$ cat config.mk
export PLATFORM = sky130hd
export DESIGN_NAME = button_press_long_press_typematic
export DESIGN_NICKNAME = d
export VERILOG_FILES = /design/src/hw/rtl/bplt_pkg.sv /design/src/hw/rtl/bplt_cfg.sv /design/src/hw/rtl/bplt_btn.sv /design/src/hw/rtl/button_press_long_press_typematic.sv
export VERILOG_INCLUDE_DIRS = /design/src /design/src/hw/rtl
export SDC_FILE = /design/constraint.sdc
export NUM_CORES = 1
export LEC_CHECK = 0
export ABC_CLOCK_PERIOD_IN_PS = 9400
export BUFFER_PORTS_ARGS = -buffer_cell sky130_fd_sc_hd__buf_2
export CAP_MARGIN = 20
export CELL_PAD_IN_SITES_DETAIL_PLACEMENT = 1
export CELL_PAD_IN_SITES_GLOBAL_PLACEMENT = 1
export CORE_MARGIN = 3
export CORE_UTILIZATION = 53
export DETAILED_ROUTE_END_ITERATION = 16
export PLACE_DENSITY_LB_ADDON = 0.05
export RECOVER_POWER = 25
export SYNTH_ARGS = -nofsm -noshare
export SYNTH_HDL_FRONTEND = slang
export SYNTH_SLANG_ARGS = --single-unit
$ cat constraint.sdc
create_clock -name clk_i -period 9.4 [get_ports clk_i]
set_clock_uncertainty 0.05 [all_clocks]
set_input_delay 0.94 -clock clk_i [delete_from_list [all_inputs] [get_ports clk_i]]
set_output_delay 0.94 -clock clk_i [all_outputs]
set_load 0.05 [all_outputs]
$ cat src/hw/rtl/button_press_long_press_typematic_macros.svh
// Assertion macros for the button tracker.
// Included by the top level; needs nothing else.
`ifndef BUTTON_PRESS_LONG_PRESS_TYPEMATIC_MACROS_SVH
`define BUTTON_PRESS_LONG_PRESS_TYPEMATIC_MACROS_SVH

// Check a property on every clock edge outside reset.
`define BPLT_ASSERT(name, clk, rst_n, prop, msg) \
  name: assert property (@(posedge clk) disable iff (!rst_n) prop) else $error(msg);

// Check a property on every clock edge, reset included.
`define BPLT_ASSERT_ALWAYS(name, clk, prop, msg) \
  name: assert property (@(posedge clk) prop) else $error(msg);

`endif

$ cat src/hw/rtl/bplt_pkg.sv
// Shared types and constants of the button tracker.
// No dependencies; used by every module in hw/rtl.
`timescale 1ns / 1ps

package bplt_pkg;

  localparam int NUM_BUTTONS = 4;

  localparam int CMD_W     = 2;
  localparam int IDX_W     = 2;
  localparam int LVL_W     = NUM_BUTTONS;
  localparam int COUNT_W   = 17;
  localparam int TICKS_W   = 16;
  localparam int MODE_W    = 2;
  localparam int MODES_W   = 8;
  localparam int CFG_IDX_W = 3;
  localparam int CFG_DAT_W = 16;

  localparam logic [TICKS_W-1:0] TICKS_RESET = TICKS_W'(20);
  localparam logic [COUNT_W-1:0] COUNT_TOP   = '1;

  localparam logic [CFG_IDX_W-1:0] REG_MODES      = CFG_IDX_W'(0);
  localparam int                   REG_TICKS_BASE = 1;

  typedef enum logic [CMD_W-1:0] {
    CMD_TICK = 2'd0,
    CMD_PRS  = 2'd1,
    CMD_REL  = 2'd2,
    CMD_LONG = 2'd3
  } cmd_e;

  typedef enum logic [MODE_W-1:0] {
    MODE_PLAIN  = 2'd0,
    MODE_LONG   = 2'd1,
    MODE_REPEAT = 2'd2
  } mode_e;

  typedef struct packed {
    logic tick;
    logic level;
    logic clr_prs;
    logic clr_rel;
    logic clr_long;
  } btn_ctrl_t;

  typedef struct packed {
    logic prs;
    logic rel;
    logic lng;
  } btn_flags_t;

endpackage

$ cat src/hw/rtl/bplt_cfg.sv
// Configuration registers: button modes and per-button hold thresholds.
// Depends on bplt_pkg.
`timescale 1ns / 1ps

module bplt_cfg (
  input  logic                             clk_i,
  input  logic                             rst_ni,
  input  logic                             cfg_we_i,
  input  logic [bplt_pkg::CFG_IDX_W-1:0]   cfg_idx_i,
  input  logic [bplt_pkg::CFG_DAT_W-1:0]   cfg_wdata_i,
  output logic [bplt_pkg::MODES_W-1:0]     modes_o,
  output logic [bplt_pkg::TICKS_W-1:0]     ticks_o [bplt_pkg::NUM_BUTTONS]
);
  import bplt_pkg::*;

  logic [MODES_W-1:0] modes_q;
  logic [TICKS_W-1:0] ticks_q [NUM_BUTTONS];

  always_ff @(posedge clk_i or negedge rst_ni) begin
    if (!rst_ni) begin
      modes_q <= '0;
    end else if (cfg_we_i && cfg_idx_i == REG_MODES) begin
      modes_q <= cfg_wdata_i[MODES_W-1:0];
    end
  end

  for (genvar i = 0; i < NUM_BUTTONS; i++) begin : g_ticks
    always_ff @(posedge clk_i or negedge rst_ni) begin
      if (!rst_ni) begin
        ticks_q[i] <= TICKS_RESET;
      end else if (cfg_we_i && cfg_idx_i == CFG_IDX_W'(REG_TICKS_BASE + i)) begin
        ticks_q[i] <= cfg_wdata_i[TICKS_W-1:0];
      end
    end
    assign ticks_o[i] = ticks_q[i];
  end

  assign modes_o = modes_q;

endmodule

$ cat src/hw/rtl/bplt_btn.sv
// State of one button: held bit, hold counter and sticky event flags.
// Depends on bplt_pkg.
`timescale 1ns / 1ps

module bplt_btn (
  input  logic                           clk_i,
  input  logic                           rst_ni,
  input  bplt_pkg::btn_ctrl_t            ctrl_i,
  input  logic [bplt_pkg::MODE_W-1:0]    mode_i,
  input  logic [bplt_pkg::TICKS_W-1:0]   thr_i,
  output bplt_pkg::btn_flags_t           flags_o
);
  import bplt_pkg::*;

  logic               held_q, held_d;
  logic [COUNT_W-1:0] cnt_q, cnt_d;
  logic               prs_q, prs_d;
  logic               rel_q, rel_d;
  logic               lng_q, lng_d;

  logic [COUNT_W-1:0] inc;
  logic               hit;
  logic               first;

  assign inc = (cnt_q < COUNT_TOP) ? cnt_q + COUNT_W'(1) : cnt_q;
  assign hit = (inc == {1'b0, thr_i});

  always_comb begin
    held_d = held_q;
    cnt_d  = cnt_q;
    prs_d  = prs_q;
    rel_d  = rel_q;
    lng_d  = lng_q;
    first  = 1'b0;
    if (ctrl_i.tick) begin
      if (held_q && !ctrl_i.level) begin
        rel_d  = 1'b1;
        prs_d  = 1'b0;
        cnt_d  = '0;
        held_d = 1'b0;
      end else if (ctrl_i.level) begin
        unique case (mode_e'(mode_i))
          MODE_LONG: begin
            cnt_d = inc;
            if (hit) begin
              lng_d = 1'b1;
            end else begin
              first = !held_q;
            end
          end
          MODE_REPEAT: begin
            if (hit) begin
              prs_d = 1'b1;
              cnt_d = '0;
            end else begin
              cnt_d = inc;
              first = !held_q;
            end
          end
          default: begin
            first = !held_q;
          end
        endcase
        if (first) begin
          rel_d  = 1'b0;
          prs_d  = 1'b1;
          held_d = 1'b1;
        end
      end
    end else begin
      if (ctrl_i.clr_prs) begin
        prs_d = 1'b0;
      end
      if (ctrl_i.clr_rel) begin
        rel_d = 1'b0;
      end
      if (ctrl_i.clr_long) begin
        lng_d = 1'b0;
      end
    end
  end

  always_ff @(posedge clk_i or negedge rst_ni) begin
    if (!rst_ni) begin
      held_q <= 1'b0;
      cnt_q  <= '0;
      prs_q  <= 1'b0;
      rel_q  <= 1'b0;
      lng_q  <= 1'b0;
    end else begin
      held_q <= held_d;
      cnt_q  <= cnt_d;
      prs_q  <= prs_d;
      rel_q  <= rel_d;
      lng_q  <= lng_d;
    end
  end

  assign flags_o.prs = prs_q;
  assign flags_o.rel = rel_q;
  assign flags_o.lng = lng_q;

endmodule

$ cat src/hw/rtl/button_press_long_press_typematic.sv
// Push-button tracker with long-press detection and typematic repeat. It takes one
// beat per clock cycle: a beat lands in an input register; when it leaves that register, a
// tick beat updates every button's state, while a query beat puts the addressed button's
// flag in an output register and clears that flag, so a result passes both registers in
// turn. Tick beats give no result. Input stalls only while a query sits in the input
// register and the output register holds a result that the sink does not take.
// Depends on bplt_pkg, bplt_cfg, bplt_btn and the assertion macro header.
`timescale 1ns / 1ps

`include "button_press_long_press_typematic_macros.svh"

module button_press_long_press_typematic (
  input  logic                             clk_i,
  input  logic                             rst_ni,
  input  logic                             cfg_we_i,
  input  logic [bplt_pkg::CFG_IDX_W-1:0]   cfg_idx_i,
  input  logic [bplt_pkg::CFG_DAT_W-1:0]   cfg_wdata_i,
  input  logic                             in_valid_i,
  output logic                             in_ready_o,
  input  logic [bplt_pkg::CMD_W-1:0]       cmd_i,
  input  logic [bplt_pkg::IDX_W-1:0]       button_index_i,
  input  logic [bplt_pkg::LVL_W-1:0]       pressed_levels_i,
  output logic                             out_valid_o,
  input  logic                             out_ready_i,
  output logic                             flag_o
);
  import bplt_pkg::*;

  logic               stage_valid_q;
  logic [CMD_W-1:0]   cmd_q;
  logic [IDX_W-1:0]   idx_q;
  logic [LVL_W-1:0]   lvl_q;

  logic               out_valid_q, out_valid_d;
  logic               flag_q, flag_d;

  logic               stage_query;
  logic               stage_fire;
  logic               in_fire;
  logic               idx_ok;
  logic               sel_flag;

  logic [MODES_W-1:0] modes;
  logic [TICKS_W-1:0] ticks [NUM_BUTTONS];
  btn_ctrl_t          ctrl  [NUM_BUTTONS];
  btn_flags_t         flags [NUM_BUTTONS];

  bplt_cfg u_cfg (
    .clk_i       (clk_i),
    .rst_ni      (rst_ni),
    .cfg_we_i    (cfg_we_i),
    .cfg_idx_i   (cfg_idx_i),
    .cfg_wdata_i (cfg_wdata_i),
    .modes_o     (modes),
    .ticks_o     (ticks)
  );

  assign stage_query = (cmd_e'(cmd_q) != CMD_TICK);
  assign stage_fire  = stage_valid_q && (!stage_query || !out_valid_q || out_ready_i);
  assign in_ready_o  = !stage_valid_q || stage_fire;
  assign in_fire     = in_valid_i && in_ready_o;

  for (genvar i = 0; i < NUM_BUTTONS; i++) begin : g_btn
    logic addr_hit;
    assign addr_hit         = stage_fire && (idx_q == IDX_W'(i));
    assign ctrl[i].tick     = stage_fire && (cmd_e'(cmd_q) == CMD_TICK);
    assign ctrl[i].level    = lvl_q[i];
    assign ctrl[i].clr_prs  = addr_hit && (cmd_e'(cmd_q) == CMD_PRS);
    assign ctrl[i].clr_rel  = addr_hit && (cmd_e'(cmd_q) == CMD_REL);
    assign ctrl[i].clr_long = addr_hit && (cmd_e'(cmd_q) == CMD_LONG);

    bplt_btn u_btn (
      .clk_i   (clk_i),
      .rst_ni  (rst_ni),
      .ctrl_i  (ctrl[i]),
      .mode_i  (modes[MODE_W*i +: MODE_W]),
      .thr_i   (ticks[i]),
      .flags_o (flags[i])
    );
  end

  assign idx_ok = (int'(idx_q) < NUM_BUTTONS);

  always_comb begin
    sel_flag = 1'b0;
    if (idx_ok) begin
      unique case (cmd_e'(cmd_q))
        CMD_PRS:  sel_flag = flags[idx_q].prs;
        CMD_REL:  sel_flag = flags[idx_q].rel;
        CMD_LONG: sel_flag = flags[idx_q].lng;
        default:  sel_flag = 1'b0;
      endcase
    end
  end

  always_comb begin
    out_valid_d = out_valid_q;
    flag_d      = flag_q;
    if (stage_fire && stage_query) begin
      out_valid_d = 1'b1;
      flag_d      = sel_flag;
    end else if (out_ready_i) begin
      out_valid_d = 1'b0;
    end
  end

  always_ff @(posedge clk_i or negedge rst_ni) begin
    if (!rst_ni) begin
      stage_valid_q <= 1'b0;
      out_valid_q   <= 1'b0;
    end else begin
      out_valid_q <= out_valid_d;
      if (in_fire) begin
        stage_valid_q <= 1'b1;
      end else if (stage_fire) begin
        stage_valid_q <= 1'b0;
      end
    end
  end

  always_ff @(posedge clk_i) begin
    flag_q <= flag_d;
    if (in_fire) begin
      cmd_q <= cmd_i;
      idx_q <= button_index_i;
      lvl_q <= pressed_levels_i;
    end
  end

  assign out_valid_o = out_valid_q;
  assign flag_o      = flag_q;

  `BPLT_ASSERT(a_query_gives_result, clk_i, rst_ni, stage_fire && stage_query |=> out_valid_o, "query beat left no result")
  `BPLT_ASSERT(a_result_from_query, clk_i, rst_ni, $rose(out_valid_o) |-> $past(stage_fire && stage_query), "result without query beat")
  `BPLT_ASSERT_ALWAYS(a_stall_needs_item, clk_i, !in_ready_o |-> stage_valid_q, "input stalled with empty stage")

endmodule
==> run_results.csv, run 1 <==
group,metric,value,unit
floorplanning,fp.dieH,147,um
place,dpl.hpwl,22300,um
logic_synthesis,synthFlopType,"dfrtp_1",
drt,antenna_left,0,
layout,stdcell_count,1447,
logic_synthesis,synth_top_area_cell,"dfrtp_1",
floorplanning,ios,35,
run_status,violations,"capacitance limit, slew limit",
place,placed_cells,1414,
timing,fin_setup_tns,0,ps
critical_path,start_kind,"input pin",
power,pwr_density_cell,184,nW/um^2
grt,gr-total-overflow,0,
logic_synthesis,syn_avg_cell_area,8.95,um^2
clock_network,post_cts_buffers,0,
place,gp_congestion,0.888,
floorplanning,dieWidth,147,um
floorplanning,die-area,21700,um^2
logic_synthesis,yosys.area.top_type_share,35.5,%
logic_synthesis,synth_enable_flop_cells,9,
drt,drt-total-wl,31900,um
logic_synthesis,yosysSeqAreaShare,40.0,%
logic_synthesis,synth_warnings,0,
drt,dr.pass1.iters,5,
layout,layout-drive-gt1-share,12.8,%
layout,area_growth_syn_to_layout,7.78,%
critical_path,cpMaxStageDelayCell,"clkbuf_1",
floorplanning,start_util,54.1,%
layout,nNetsFinal,1213,
run_status,status,"finished with violations",
logic_synthesis,synth.net_count,1225,
drt,drtIter0Drc,596,
logic_synthesis,syn_inst,1181,
timing,whs,472,ps
floorplanning,core-area,19500,um^2
grt,antenna_found_initial,1,
worst_hold_path,hp-class,"register to register",
critical_path,end_kind,"asynchronous set/reset pin",
clock_network,cts_hold_buf,0,
grt,grt_max_degree,60,
logic_synthesis,ys_types,74,
grt,grt_pass1_vias,9509,
layout,final_area,11400,um^2
timing,slew-limit-headroom,-110,%
critical_path,critPathKind,"input pin to asynchronous set/reset pin",
power,peakVddDrop,0.124,mV
drt,vias,9444,
clock_network,cts_resized,0,
place,port_buffers,34,
clock_network,clk_latency,430,ps
timing,finalCritPeriodShare,58.8,%
timing,drv_slew,163,
layout,final_util,58.4,%
drt,vias_per_cell,6.53,
clock_network,cts_root_buf,"clkbuf_16",
clock_network,cts_buffers,17,
critical_path,crit_chain,"clkbuf_1, clkbuf_1",
critical_path,cpLargestDelayFamily,"buffers and inverters",
timing,min_period,5520,ps
layout,final_cell_mix,"dfrtp_1 (150), nand2_1 (102), nor2_1 (73), o21ai_0 (68)",
timing,tightest_slew,3160,ps
clock_network,h-tree-depth,4,
clock_network,cts_tree,"yes",
job,drv_cap,3,
clock_network,clk_path_buf_depth,2,
critical_path,cp.required,9180,ps
grt,groute.usage.overall,30.0,%
place,placed_cell_area,10900,um^2
timing,max_clock_freq,181,MHz
critical_path,cpPeakStageDelay,2330,ps
critical_path,crit_top_cell,"clkbuf_1",
floorplanning,rows,51,
logic_synthesis,syn-cell-area,10600,um^2
power,p_leak,4.43,nW
critical_path,arrival,5300,ps
timing,grt_setup_unrepaired,"false",
critical_path,worstPathMaxFanout,59,
logic_synthesis,ys_ff_latch,167,
logic_synthesis,yosys-top-cells-area,"dfrtp_1 (36%), mux2_2 (6.6%), xnor2_1 (3.9%)",
grt,grt_first_pass_wirelength,52400,um
clock_network,clock-sinks,167,
layout,num_antenna_cells,0,
clock_network,clk_pin_slew,70,ps
critical_path,critPathBufInv,2,
timing,final_hold_viol_count,0,
drt,routedWlPerCell,22.0,um
timing,setup_viol,0,
layout,final_common_cell,"dfrtp_1",
logic_synthesis,async_reset_ff_share,94.6,%
drt,drc,0,
-- cell type report --
class / count / area [um^2]
Inverter: 46 / 173
Clock buffer: 19 / 443
Clock inverter: 13 / 115
Multi-Input combinational cell: 894 / 5870
Tap cell: 265 / 332
Timing Repair Buffer: 43 / 225
Fill cell: 2312 / 8130
Sequential cell: 167 / 4230
-- stage by stage --
step | power, mW | worst slack [ps]
3_5_place_dp | 1.42 | 5060
4_1_cts | 2.10 | 4960
2_1_floorplan | 1.26 | 5880
5_1_grt | 2.20 | 3020
3_3_place_gp | 1.39 | 5120
6_report | 2.10 | 3880
-- cells in the mapped netlist (9+ instances only) --
master and count:
dfrtp_1 150, nand2_1 102, nor2_1 73, o21ai_0 68, a21oi_1 66, nand3_1 66, mux2_2 62, clkbuf_1 60
xnor2_1 47, inv_1 46, a31oi_1 40, nand4_1 40, nor3_1 37, xor2_1 37, nand3b_1 19, nor4_1 18
and3_1 16, nand2b_1 16, or3_1 14, ha_1 12, o211ai_1 12, or4_1 11, edfxtp_1 9
-- per-layer routing --
layer / global-route usage [%] / wire length (um)
met5: 0 / 0
met4: 10.5 / 1020
met3: 4.97 / 1700
met2: 47.0 / 14700
met1: 42.6 / 14500
-- state kept, by name, indices dropped and copies added, names as in the netlist, 4 cells and up --
| signal | cells |
|---|---|
| g_btn.u_btn.cnt_q | 68 |
| g_btn.u_btn.held_q | 4 |
| g_btn.u_btn.lng_q | 4 |
| g_btn.u_btn.prs_q | 4 |
| g_btn.u_btn.rel_q | 4 |
| lvl_q | 4 |
| u_cfg.modes_o | 8 |
| u_cfg.ticks_o | 64 |
-- cell families after synthesis --
family / after synthesis / share of synthesized area [%]
multiplexers: 70 / 7.72
AND/OR/NAND/NOR: 450 / 22.4
adder cells (fa/ha/maj): 12 / 1.42
flip-flops: 167 / 40.0
XOR/XNOR: 84 / 6.96
buffers and inverters: 120 / 4.58
AO/OA/AOI/OAI: 278 / 16.9
-- report_power, final --
| group | internal [mW] | total, mW | switching (mW) | leakage, nW |
|---|---|---|---|---|
| combinational | 0.207 | 0.453 | 0.246 | 2.05 |
| sequential | 0.836 | 0.964 | 0.128 | 2.11 |
| clock | 0.354 | 0.680 | 0.326 | 0.265 |
| total | 1.40 | 2.10 | 0.700 | 4.43 |
-- path summary, 6_finish.rpt --
check	from	endpoint	slack, ps	cells past startpoint
max in group clk_i	g_btn[0].u_btn.cnt_q[0]	g_btn[0].u_btn.cnt_q[4]	4920	10
setup reg to reg	g_btn[0].u_btn.cnt_q[0]	g_btn[0].u_btn.cnt_q[4]	4920	10
setup / recovery	rst_ni	g_btn[2].u_btn.cnt_q[9]	3880	2
min in group asynchronous	rst_ni	g_btn[0].u_btn.cnt_q[5]	1360	1
hold reg to reg	g_btn[2].u_btn.prs_q	g_btn[2].u_btn.prs_q	470	2
hold / removal	g_btn[2].u_btn.prs_q	g_btn[2].u_btn.prs_q	470	2
Power figures use the tool's default switching activity.
==> run 2: changes to the inputs <==
--- a/config.mk
+++ b/config.mk
@@ -6,13 +6,13 @@
 export SDC_FILE = /design/constraint.sdc
 export NUM_CORES = 1
 export LEC_CHECK = 0
-export ABC_CLOCK_PERIOD_IN_PS = 9400
+export ABC_CLOCK_PERIOD_IN_PS = 5600
 export BUFFER_PORTS_ARGS = -buffer_cell sky130_fd_sc_hd__buf_2
 export CAP_MARGIN = 20
 export CELL_PAD_IN_SITES_DETAIL_PLACEMENT = 1
 export CELL_PAD_IN_SITES_GLOBAL_PLACEMENT = 1
 export CORE_MARGIN = 3
-export CORE_UTILIZATION = 53
+export CORE_UTILIZATION = 49
 export DETAILED_ROUTE_END_ITERATION = 16
 export PLACE_DENSITY_LB_ADDON = 0.05
 export RECOVER_POWER = 25
==> constraint.sdc (replaced) <==
create_clock -name clk_i -period 5.6 [get_ports clk_i]
set_clock_uncertainty 0.05 [all_clocks]
set_input_delay 0.56 -clock clk_i [delete_from_list [all_inputs] [get_ports clk_i]]
set_output_delay 0.56 -clock clk_i [all_outputs]
set_load 0.05 [all_outputs]
==> run 2 against run 1 <==
Compared with the run above: the flow still finishes with violations (capacitance limit, slew limit); sequential cell count did not move; combinational power up 69%; sequential power rose by 66%; final cell count up 0.83%; power up 75%; utilization down 3.7 points; worst setup slack got worse by 2700 ps; register-to-register slack got worse by 3700 ps; highest routed layer unchanged.
==> run_results.csv, run 2 (synthesis gave the netlist of run 1 again) <==
group,metric,value,unit
critical_path,start_kind,"register",
floorplanning,ios,35,
power,pwr_density_cell,319,nW/um^2
clock_network,clk_path_buf_depth,2,
power,peakVddDrop,0.203,mV
clock_network,post_cts_buffers,0,
timing,setup_viol,0,
critical_path,crit_chain,"ha_1, nand3_1, or4_1, a21oi_1, xnor2_1, o2111ai_1, or4_1, o41a_1, a21boi_1, a21o_1",
layout,area_growth_syn_to_layout,9.10,%
critical_path,critPathBufInv,0,
critical_path,worstPathMaxFanout,26,
drt,drc,0,
timing,finalCritPeriodShare,78.6,%
clock_network,clock-sinks,167,
run_status,status,"finished with violations",
grt,grt_first_pass_wirelength,53200,um
worst_hold_path,hp-class,"input pin to register",
drt,routedWlPerCell,22.2,um
run_status,violations,"capacitance limit, slew limit",
critical_path,arrival,4670,ps
drt,drtIter0Drc,678,
floorplanning,start_util,50.1,%
clock_network,clk_pin_slew,70,ps
layout,seq_area,4230,um^2
clock_network,cts_hold_buf,0,
critical_path,cpLargestDelayFamily,"compound AO/OA/AOI/OAI gates",
layout,final_common_cell,"dfrtp_1",
floorplanning,dieWidth,153,um
layout,fillers,2442,
grt,groute.usage.overall,28.2,%
job,drv_cap,1,
clock_network,cts_resized,0,
layout,num_antenna_cells,0,
place,gp_congestion,0.916,
place,dpl.hpwl,22500,um
critical_path,r2r_setup_slack,1200,ps
timing,tightest_slew,2700,ps
grt,gr-total-overflow,0,
floorplanning,rows,53,
layout,multiInputGateArea,5870,um^2
critical_path,cpPeakStageDelay,790,ps
layout,layout-drive-gt1-share,13.3,%
drt,antenna_left,0,
power,p_leak,4.50,nW
drt,vias_per_cell,6.42,
timing,drv_slew,105,
timing,min_period,4400,ps
grt,grt_pass1_vias,9846,
clock_network,h-tree-depth,4,
floorplanning,fp.dieH,153,um
timing,slew-limit-headroom,-80.3,%
place,port_buffers,34,
timing,fin_setup_tns,0,ps
timing,final_hold_viol_count,0,
clock_network,cts_buffers,17,
critical_path,cpMaxStageDelayCell,"o41a_1",
layout,largest_reg_flops,68,
grt,grt_max_degree,105,
floorplanning,die-area,23400,um^2
timing,grt_setup_unrepaired,"false",
grt,antenna_found_initial,0,
layout,nNetsFinal,1215,
critical_path,critPathKind,"register to register",
layout,final_cell_mix,"dfrtp_1 (150), nand2_1 (102), nor2_1 (73), o21ai_0 (68)",
drt,dr.pass1.iters,5,
clock_network,cts_root_buf,"clkbuf_16",
timing,max_clock_freq,227,MHz
drt,drt-total-wl,32300,um
critical_path,end_kind,"register",
critical_path,crit_top_cell,"or4_1",
drt,vias,9370,
layout,final_util,54.7,%
floorplanning,core-area,21100,um^2
layout,top_register,"g_btn.u_btn.cnt_q",
critical_path,cp.required,5870,ps
clock_network,cts_tree,"yes",
clock_network,clk_latency,440,ps
-- run 2: cell count changes in the layout (fill, tap and decap cells not counted), sizes merged --
cell and delta:
inv -4, clkinv -2, clkinvlp -1, bufinv +4, buf +7, clkbuf -2
-- run 2: area by class of cell --
class / count / area share, %
clock buffers: 22 / 4.12
clock inverters: 10 / 1.44
inverters: 46 / 1.50
multi-input cells: 894 / 50.9
flip-flops and latches: 167 / 36.7
well taps: 275 / 2.98
repair buffers: 45 / 2.33
-- run 2: routing by layer --
metal	global-route usage, %	routed length [um]	vias up
met2	46.7	15300	200
met4	8.82	912	0
li1	-	-	4340
met1	38.3	14900	4775
met3	4.45	1280	55
met5	0	0	-
-- run 2: final timing paths --
kind                                       endpoint               startpoint  cells after the start
hold reg to reg                    u_cfg.ticks_o[4]         u_cfg.ticks_o[4]                      2
setup / recovery            g_btn[0].u_btn.cnt_q[5]  g_btn[0].u_btn.cnt_q[0]                     10
hold / removal                             lvl_q[3]      pressed_levels_i[3]                      1
max in group asynchronous  g_btn[0].u_btn.cnt_q[14]                   rst_ni                      2
setup reg to reg            g_btn[0].u_btn.cnt_q[5]  g_btn[0].u_btn.cnt_q[0]                     10
min in group asynchronous   g_btn[2].u_btn.cnt_q[3]                   rst_ni                      1
-- run 2: worst register-to-register path, cell delays in order, from the launching register on --
cell and delay, ps:
dfrtp_1 520, ha_1 330, nand3_1 270, or4_1 720, a21oi_1 310, xnor2_1 190, o2111ai_1 120, or4_1 540
o41a_1 790, a21boi_1 280, a21o_1 170
-- run 2: stage by stage --
stage,power (mW),hold slack [ps],cell area [um^2],std cells,worst slack (ps)
after global placement,2.34,437,10900,1426,1350
after CTS,3.69,238,11500,1458,1200
after detailed placement,2.38,456,10900,1426,1220
after global routing,3.87,234,11500,1459,885
final,3.68,243,11500,1459,1200
after floorplan,2.12,214,10600,1181,2080
-- run 2: power breakdown --
group / total, mW / internal, mW / switching (mW)
sequential: 1.60 / 1.40 / 0.198
combinational: 0.766 / 0.349 / 0.416
clock: 1.31 / 0.789 / 0.519
